===== src/design/linear_block_code_codec_assert.svh =====
// ----------------------------------------------------------------------------
// linear block code codec assertion macros
// shared concurrent assertion forms for the codec
// ----------------------------------------------------------------------------
`ifndef LINEAR_BLOCK_CODE_CODEC_ASSERT_SVH
`define LINEAR_BLOCK_CODE_CODEC_ASSERT_SVH

// same-cycle implication, checked outside reset
`define LBC_ASSERT_NOW(label, clk, rst_n, ante, cons, msg) \
	label: assert property (@(posedge clk) disable iff (!rst_n) (ante) |-> (cons)) \
		else $error(msg);

// next-cycle implication, checked outside reset
`define LBC_ASSERT_NEXT(label, clk, rst_n, ante, cons, msg) \
	label: assert property (@(posedge clk) disable iff (!rst_n) (ante) |=> (cons)) \
		else $error(msg);

`endif


===== src/design/lbc_pkg.sv =====
// ----------------------------------------------------------------------------
// lbc_pkg
// constants, types and the parity function of the linear block code codec
// ----------------------------------------------------------------------------
package lbc_pkg;

	localparam int DATA_BITS  = 5;
	localparam int CODE_BITS  = 9;
	localparam int CHECK_BITS = CODE_BITS - DATA_BITS;
	localparam int GEN_W      = CHECK_BITS * DATA_BITS;
	localparam int CHK_W      = CHECK_BITS * CODE_BITS;
	localparam int POS_W      = 4;
	localparam int CNT_W      = 16;
	localparam int IDX_W      = 2;
	localparam int CFG_W      = CHK_W;

	localparam logic [IDX_W-1:0] REG_GENERATOR = 2'd0;
	localparam logic [IDX_W-1:0] REG_CHECK     = 2'd1;

	localparam logic OP_ENCODE = 1'b0;
	localparam logic OP_DECODE = 1'b1;

	typedef enum logic [1:0] {
		ST_CLEAN     = 2'd0,
		ST_CORRECTED = 2'd1,
		ST_NO_MATCH  = 2'd2,
		ST_NOT_CODE  = 2'd3
	} status_t;

	// result of the column search
	typedef struct packed {
		logic             found;
		logic [POS_W-1:0] pos;
	} loc_t;

	// parity bits of a data value, parity row 0 in the top parity bit
	function automatic logic [CHECK_BITS-1:0] parity_f(
		input logic [DATA_BITS-1:0] d,
		input logic [GEN_W-1:0]     g
	);
		logic [CHECK_BITS-1:0] p;
		p = '0;
		for (int r = 0; r < CHECK_BITS; r++) begin
			for (int c = 0; c < DATA_BITS; c++) begin
				p[CHECK_BITS-1-r] = p[CHECK_BITS-1-r] ^ (d[DATA_BITS-1-c] & g[r*DATA_BITS+c]);
			end
		end
		return p;
	endfunction

endpackage


===== src/design/linear_block_code_codec.sv =====
// throughput: one beat per cycle, stages s1..s4 advance together unless the
//   output beat is held by out_stall
// reset: arst_n clears valid bits, the error word counter and both matrices
// ----------------------------------------------------------------------------
// linear_block_code_codec
// systematic linear block encoder and single-error-correcting decoder
// ----------------------------------------------------------------------------
`include "linear_block_code_codec_assert.svh"

module linear_block_code_codec (
	input  logic                                clk,
	input  logic                                arst_n,
	// configuration write port
	input  logic                                cfg_we,
	input  logic [lbc_pkg::IDX_W-1:0]           cfg_index,
	input  logic [lbc_pkg::CFG_W-1:0]           cfg_data,
	// input channel
	input  logic                                in_valid,
	output logic                                in_stall,
	input  logic                                op,
	input  logic [lbc_pkg::DATA_BITS-1:0]       data_value,
	input  logic [lbc_pkg::CODE_BITS-1:0]       received_word,
	// output channel
	output logic                                out_valid,
	input  logic                                out_stall,
	output logic [lbc_pkg::CODE_BITS-1:0]       codeword,
	output logic [lbc_pkg::DATA_BITS-1:0]       decoded_value,
	output logic [1:0]                          status,
	output logic [lbc_pkg::POS_W-1:0]           error_position,
	output logic [lbc_pkg::CNT_W-1:0]           errored_words
);

	// ------------------------------------------------------------------
	// configuration registers
	// ------------------------------------------------------------------
	logic [lbc_pkg::GEN_W-1:0] gen_q;
	logic [lbc_pkg::CHK_W-1:0] chk_q;

	always_ff @(posedge clk or negedge arst_n) begin
		if (!arst_n) begin
			gen_q <= '0;
			chk_q <= '0;
		end else if (cfg_we) begin
			case (cfg_index)
				lbc_pkg::REG_GENERATOR: gen_q <= cfg_data[lbc_pkg::GEN_W-1:0];
				lbc_pkg::REG_CHECK:     chk_q <= cfg_data[lbc_pkg::CHK_W-1:0];
				default: ; // unknown index, write dropped
			endcase
		end
	end

	// ------------------------------------------------------------------
	// pipeline control: all stages move together, the output register is
	// freed as soon as the downstream side takes its beat
	// ------------------------------------------------------------------
	logic valid_s1, valid_s2, valid_s3, valid_s4;
	logic adv;

	assign adv      = !valid_s4 || !out_stall;
	assign in_stall = !adv;

	always_ff @(posedge clk or negedge arst_n) begin
		if (!arst_n) begin
			valid_s1 <= 1'b0;
			valid_s2 <= 1'b0;
			valid_s3 <= 1'b0;
			valid_s4 <= 1'b0;
		end else if (adv) begin
			valid_s1 <= in_valid;
			valid_s2 <= valid_s1;
			valid_s3 <= valid_s2;
			valid_s4 <= valid_s3;
		end
	end

	// ------------------------------------------------------------------
	// s1: input capture
	// ------------------------------------------------------------------
	logic                          op_s1;
	logic [lbc_pkg::DATA_BITS-1:0] data_s1;
	logic [lbc_pkg::CODE_BITS-1:0] word_s1;

	always_ff @(posedge clk) begin
		if (adv) begin
			op_s1   <= op;
			data_s1 <= data_value;
			word_s1 <= received_word;
		end
	end

	// ------------------------------------------------------------------
	// s2: syndrome of the received word, or the encoded word
	// ------------------------------------------------------------------
	logic [lbc_pkg::CHECK_BITS-1:0] synd_c;
	logic [lbc_pkg::CODE_BITS-1:0]  enc_word_c;

	// word position l sits at bit CODE_BITS-1-l
	always_comb begin
		synd_c = '0;
		for (int j = 0; j < lbc_pkg::CHECK_BITS; j++) begin
			for (int l = 0; l < lbc_pkg::CODE_BITS; l++) begin
				synd_c[j] = synd_c[j] ^
					(word_s1[lbc_pkg::CODE_BITS-1-l] & chk_q[j*lbc_pkg::CODE_BITS+l]);
			end
		end
	end

	assign enc_word_c = {data_s1, lbc_pkg::parity_f(data_s1, gen_q)};

	logic                           op_s2;
	logic [lbc_pkg::CODE_BITS-1:0]  word_s2;
	logic [lbc_pkg::CHECK_BITS-1:0] synd_s2;

	always_ff @(posedge clk) begin
		if (adv) begin
			op_s2   <= op_s1;
			// encode beats carry the finished codeword from here on
			word_s2 <= (op_s1 == lbc_pkg::OP_ENCODE) ? enc_word_c : word_s1;
			synd_s2 <= synd_c;
		end
	end

	// ------------------------------------------------------------------
	// s3: column search, bit flip, error counter
	// ------------------------------------------------------------------
	lbc_pkg::loc_t loc_c;

	lbc_locator u_locator (
		.syndrome   (synd_s2),
		.check_bits (chk_q),
		.loc        (loc_c)
	);

	logic                          dec_s2;
	logic                          dirty_s2;
	logic [lbc_pkg::CODE_BITS-1:0] flip_c;
	logic [lbc_pkg::CNT_W-1:0]     count_q;
	logic [lbc_pkg::CNT_W-1:0]     count_next_c;
	lbc_pkg::status_t              pre_status_c;
	logic [lbc_pkg::POS_W-1:0]     pos_c;

	assign dec_s2   = (op_s2 == lbc_pkg::OP_DECODE);
	assign dirty_s2 = dec_s2 && (synd_s2 != '0);

	// one-hot flip mask for the located position
	always_comb begin
		flip_c = '0;
		for (int p = 0; p < lbc_pkg::CODE_BITS; p++) begin
			flip_c[lbc_pkg::CODE_BITS-1-p] = dirty_s2 && loc_c.found &&
				(loc_c.pos == lbc_pkg::POS_W'(p));
		end
	end

	always_comb begin
		pre_status_c = lbc_pkg::ST_CLEAN;
		pos_c        = '0;
		if (dirty_s2) begin
			if (loc_c.found) begin
				pre_status_c = lbc_pkg::ST_CORRECTED;
				pos_c        = loc_c.pos;
			end else begin
				pre_status_c = lbc_pkg::ST_NO_MATCH;
			end
		end
	end

	// saturating count of decoded beats with a nonzero syndrome
	assign count_next_c = (dirty_s2 && (count_q != '1)) ? count_q + 1'b1 : count_q;

	always_ff @(posedge clk or negedge arst_n) begin
		if (!arst_n) begin
			count_q <= '0;
		end else if (adv && valid_s2) begin
			count_q <= count_next_c;
		end
	end

	logic                          dec_s3;
	logic [lbc_pkg::CODE_BITS-1:0] word_s3;
	lbc_pkg::status_t              status_s3;
	logic [lbc_pkg::POS_W-1:0]     pos_s3;
	logic [lbc_pkg::CNT_W-1:0]     count_s3;

	always_ff @(posedge clk) begin
		if (adv) begin
			dec_s3    <= dec_s2;
			word_s3   <= word_s2 ^ flip_c;
			status_s3 <= pre_status_c;
			pos_s3    <= pos_c;
			count_s3  <= count_next_c;
		end
	end

	// ------------------------------------------------------------------
	// s4: re-encode check of the decoded word, output register
	// ------------------------------------------------------------------
	logic [lbc_pkg::DATA_BITS-1:0] data_s3;
	logic                          mismatch_c;
	lbc_pkg::status_t              final_status_c;

	assign data_s3    = word_s3[lbc_pkg::CODE_BITS-1 -: lbc_pkg::DATA_BITS];
	assign mismatch_c = lbc_pkg::parity_f(data_s3, gen_q) !=
		word_s3[lbc_pkg::CHECK_BITS-1:0];

	// a word whose syndrome matched no column skips the parity check
	assign final_status_c = (dec_s3 && (status_s3 != lbc_pkg::ST_NO_MATCH) && mismatch_c)
		? lbc_pkg::ST_NOT_CODE : status_s3;

	logic [lbc_pkg::CODE_BITS-1:0] word_s4;
	logic [lbc_pkg::DATA_BITS-1:0] data_s4;
	lbc_pkg::status_t              status_s4;
	logic [lbc_pkg::POS_W-1:0]     pos_s4;
	logic [lbc_pkg::CNT_W-1:0]     count_s4;

	always_ff @(posedge clk) begin
		if (adv) begin
			word_s4   <= word_s3;
			data_s4   <= data_s3;
			status_s4 <= final_status_c;
			pos_s4    <= pos_s3;
			count_s4  <= count_s3;
		end
	end

	assign out_valid      = valid_s4;
	assign codeword       = word_s4;
	assign decoded_value  = data_s4;
	assign status         = status_s4;
	assign error_position = pos_s4;
	assign errored_words  = count_s4;

	// ------------------------------------------------------------------
	// assertions
	// ------------------------------------------------------------------
	// input is only held back while a finished beat waits downstream
	`LBC_ASSERT_NOW(a_stall_cause, clk, arst_n, in_stall, valid_s4 && out_stall, "in_stall without a held output beat")
	// a clean beat reports no flipped position
	`LBC_ASSERT_NOW(a_clean_no_pos, clk, arst_n, out_valid && (status_s4 == lbc_pkg::ST_CLEAN), error_position == '0, "clean beat with a flip position")
	// a corrected beat is a true codeword under the live generator
	`LBC_ASSERT_NOW(a_corrected_ok, clk, arst_n, out_valid && (status_s4 == lbc_pkg::ST_CORRECTED), lbc_pkg::parity_f(decoded_value, gen_q) == codeword[lbc_pkg::CHECK_BITS-1:0], "corrected beat fails parity")
	// the error counter never moves backwards
	`LBC_ASSERT_NEXT(a_count_mono, clk, arst_n, 1'b1, count_q >= $past(count_q), "error counter decreased")

endmodule


===== src/design/lbc_locator.sv =====
// ----------------------------------------------------------------------------
// lbc_locator
// finds the check-matrix column equal to a syndrome, highest position wins
// ----------------------------------------------------------------------------
module lbc_locator (
	input  logic [lbc_pkg::CHECK_BITS-1:0] syndrome,
	input  logic [lbc_pkg::CHK_W-1:0]      check_bits,
	output lbc_pkg::loc_t                  loc
);

	logic [lbc_pkg::CHECK_BITS-1:0] column [lbc_pkg::CODE_BITS];

	// gather each column, row j at bit j
	always_comb begin
		for (int p = 0; p < lbc_pkg::CODE_BITS; p++) begin
			for (int j = 0; j < lbc_pkg::CHECK_BITS; j++) begin
				column[p][j] = check_bits[j*lbc_pkg::CODE_BITS+p];
			end
		end
	end

	// later matches overwrite earlier ones
	always_comb begin
		loc = '0;
		for (int p = 0; p < lbc_pkg::CODE_BITS; p++) begin
			if (column[p] == syndrome) begin
				loc.found = 1'b1;
				loc.pos   = lbc_pkg::POS_W'(p);
			end
		end
	end

endmodule


===== config.mk =====
export PLATFORM = sky130hd
export DESIGN_NAME = linear_block_code_codec
export DESIGN_NICKNAME = d
export VERILOG_FILES = /design/src/design/lbc_pkg.sv /design/src/design/linear_block_code_codec.sv /design/src/design/lbc_locator.sv
export VERILOG_INCLUDE_DIRS = /design/src /design/src/design
export SDC_FILE = /design/constraint.sdc
export NUM_CORES = 1
export LEC_CHECK = 0
export ABC_AREA = 1
export ABC_CLOCK_PERIOD_IN_PS = 4200
export BUFFER_PORTS_ARGS = -buffer_cell sky130_fd_sc_hd__buf_2
export CAP_MARGIN = 20
export CELL_PAD_IN_SITES_DETAIL_PLACEMENT = 1
export CELL_PAD_IN_SITES_GLOBAL_PLACEMENT = 1
export CORE_MARGIN = 2
export CORE_UTILIZATION = 45
export CTS_CLUSTER_DIAMETER = 60
export DETAILED_ROUTE_END_ITERATION = 12
export PLACE_DENSITY = 0.75
export SLEW_MARGIN = 15
export SYNTH_ARGS = -nofsm -noshare
export SYNTH_HDL_FRONTEND = slang
export SYNTH_SLANG_ARGS = --single-unit

===== constraint.sdc =====
create_clock -name clk -period 4.2 [get_ports clk]
set_input_delay 0.21 -clock clk [delete_from_list [all_inputs] [get_ports clk]]
set_output_delay 0.21 -clock clk [all_outputs]
set_load 0.1 [all_outputs]

==> metrics.txt <==
Synth warnings 0; Cell Chain, Critical Path inv_1 -> nand4_2 -> and2_4 -> inv_4 -> a31oi_4 -> nand2_1 -> xor2_1 -> nand2_1 -> o21ai_0; CP Data Arrival Time 2.74 ns; WL final 21500 um; Max clock buf depth 2; clock-pin slew on the worst setup and hold paths 0.07 ns; placed cell count 1123; status finished clean; Post-Syn Area 8070 um^2; layout cells sized above 1 17.9%; register bit count reported by yosys 168; WP buf/inv 2; initial antenna violation count 0; vias 5981; drt first pass iters 5; number of max-cap violations 0; worst slew pin tran 0.694 ns; Final setup viols 0; FF-to-FF path depth 9; slowest cell on the critical path edfxtp_1; CTS Sinks 168; First DRT Iteration DRCs 379; Area after DPL 8730 um^2; global-route wire length before repair 34300 um; Stages on worst setup path 9; Clk pwr share 20.5%; Relative slew margins 53.8%; EDFF count, synth 92; Leak 4.33 nW; hold path start cfg_data[26]; Post-Route Skew 0.0175 ns; fin util 54.8%; synth-to-layout area growth 18.2%; Fmax 416 MHz; Logic pwr share 41.9%; Row Count 48; Setup crit end count_q[12]; total gr overflow 0; TNS Setup 0 ns; CTS Buf Count 17; final RePlAce weighted congestion 0.855; Die Ht 138 um; Max Fanout on Critical Path 17; Main synth FF type edfxtp_1; die area 19000 um^2; Layout Nets 998; Critical Path Source synd_s2[1]; Reg power frac 37.6%; sequential fraction of the synthesis area 57.8%; HP Class in -> reg; Vias/cell 5.08; htree depth 4; VDD IR max 0.826 mV; CTS tree yes; Final Critical Period 2.41 ns; DP HPWL 15500 um; Psw 3.55 mW; vias in the first global route 6538; Reg-to-Reg End count_q[12]; critical path required time 4.53 ns; CP top delay family compound AO/OA/AOI/OAI gates; CP most frequent cell nand2_1; CP Capture Type register; Synth async-reset ratio 45.2%; DRC 0; all-layer global routing usage 24.4%; Int Power 4.02 mW; Critical Path Start Type register; RSZ-0062 raised after global routing no; Post-DRT Antenna Nets 0; Starting Density 46.3%; Die X 138 um; fin area 9540 um^2; period utilization 57.3%; Final Instance Count excl. Fillers 1177; Clk Latency, worst-skew pair 0.44 ns; power per cell area 793 nW/um^2; Avg Cell Area, Syn 9.81 um^2; Worst Setup Path Type reg -> reg; total chip power 7.56 mW; net count after synthesis 881; Resized Gates After CTS 0; I/O pins 96; Root Buffer clkbuf_16; PortBufs 95; Final Hold Viols 0; post-DR wirelength/cell 18.2 um; sw frac 46.9%; largest net degree at the start of global routing 51; n_diodes 0; core region area 17400 um^2; Max Slew Vio Count 0; R2R setup slack 1.79 ns; synthesized instance count 822; CP max stage delay 0.57 ns; post-synthesis cell type count 38; Crit Reg-Reg Startpoint synd_s2[1]
## logic make-up after synthesis
group                    after synthesis  synth area share (%)
AO/OA/AOI/OAI                         77                  5.15
flip-flops                           168                  57.8
buffers and inverters                103                  5.58
XOR/XNOR                             101                  11.2
AND/OR/NAND/NOR                      359                  18.3
adder cells (fa/ha/maj)                1                 0.155
multiplexers                          13                  1.81
## power groups by stage
stage	logic, mW	registers [mW]	clock network [mW]
final	3.17	2.85	1.55
after global placement	3.08	2.84	0
after CTS	3.19	2.85	1.58
after global routing	3.42	2.90	1.65
after floorplan	1.66	3.70	0
after detailed placement	3.16	2.87	0
## what timing repair did
| item | in CTS | in global routing |
|---|---|---|
| hold buffers | 21 | 0 |
| setup buffers | 0 | 0 |
| hold endpoints to repair | 35 | 0 |
## cell usage after synthesis, drive strengths merged, types with 2 or more instances
master  count  area [um^2]
clkbuf     14         52.6
a31oi       3         33.8
nor2       43          169
nand3      14         70.1
edfxtp     92         2760
nor4        2         27.5
nand2     280         1070
nand4      11         75.1
o21ai      64          332
nor3        5         36.3
dfrtp      76         1900
inv        78          303
a21oi      10         50.1
xor2       57          507
buf        11         95.1
xnor2      44          393
mux2       13          146
## sequential cells by signal (all words and copies together), names as in the netlist
name,flops
chk_q,36
codeword,9
count_q,16
count_s3,16
data_s1,5
dec_s2,1
dec_s3,1
error_position,4
errored_words,16
gen_q,20
op_s1,1
out_valid,1
pos_s3,4
status,2
status_s3,2
synd_s2,4
valid_s1,1
valid_s2,1
valid_s3,1
word_s1,9
word_s2,9
word_s3,9
## worst min path at each step
stage | to | slack (ns) | cells after the start
after floorplan | chk_q[0] | -0.09 | 0
after global placement | data_s1[2] | 0.39 | 1
after detailed placement | word_s1[0] | 0.39 | 1
after CTS | chk_q[26] | 0.002 | 2
after global routing | chk_q[26] | 0.01 | 2
final | chk_q[26] | 0.02 | 2
## through the flow
| step | hold WS, ns | setup slack (ns) |
|---|---|---|
| after floorplan | -0.0856 | 0.265 |
| after global placement | 0.386 | 1.95 |
| after detailed placement | 0.389 | 1.88 |
| after CTS | 0.00188 | 1.77 |
| after global routing | 0.0122 | 1.58 |
| final | 0.0228 | 1.79 |
## cell type report
type,count,area [um^2]
fill,2016,7880
sequential,168,4660
multi-input combinational,551,2960
timing repair buffer,123,751
clock buffer,17,425
inverter,78,303
tap,225,282
clock inverter,15,149
## worst register-to-register path, stage by stage (launching register included)
cell and delay (ns):
edfxtp_1 0.57, inv_1 0.21, nand4_2 0.13, and2_4 0.16, inv_4 0.06, a31oi_4 0.57
nand2_1 0.18, xor2_1 0.24, nand2_1 0.08, o21ai_0 0.11
## layout by cell type (no fill, tap or decap), drive strengths merged, types with 13 or more instances in the layout
cell type,netlist,final
nand3,14,14
xor2,57,57
nor2,43,43
o21ai,64,64
buf,11,102
edfxtp,92,92
xnor2,44,44
dlygate4sd3,0,21
clkbuf,14,17
nand2,280,280
mux2,13,13
dfrtp,76,76
inv,78,83
## per-layer routing
| metal | routed length (um) | up-vias | global-route usage, % |
|---|---|---|---|
| met1 | 8640 | 2955 | 29.1 |
| met3 | 819 | 28 | 4.46 |
| met4 | 478 | 0 | 8.50 |
| met5 | 0 | - | 0 |
| met2 | 11500 | 136 | 44.0 |
| li1 | - | 2862 | - |
No activity file was read; power rests on OpenSTA's default activity.
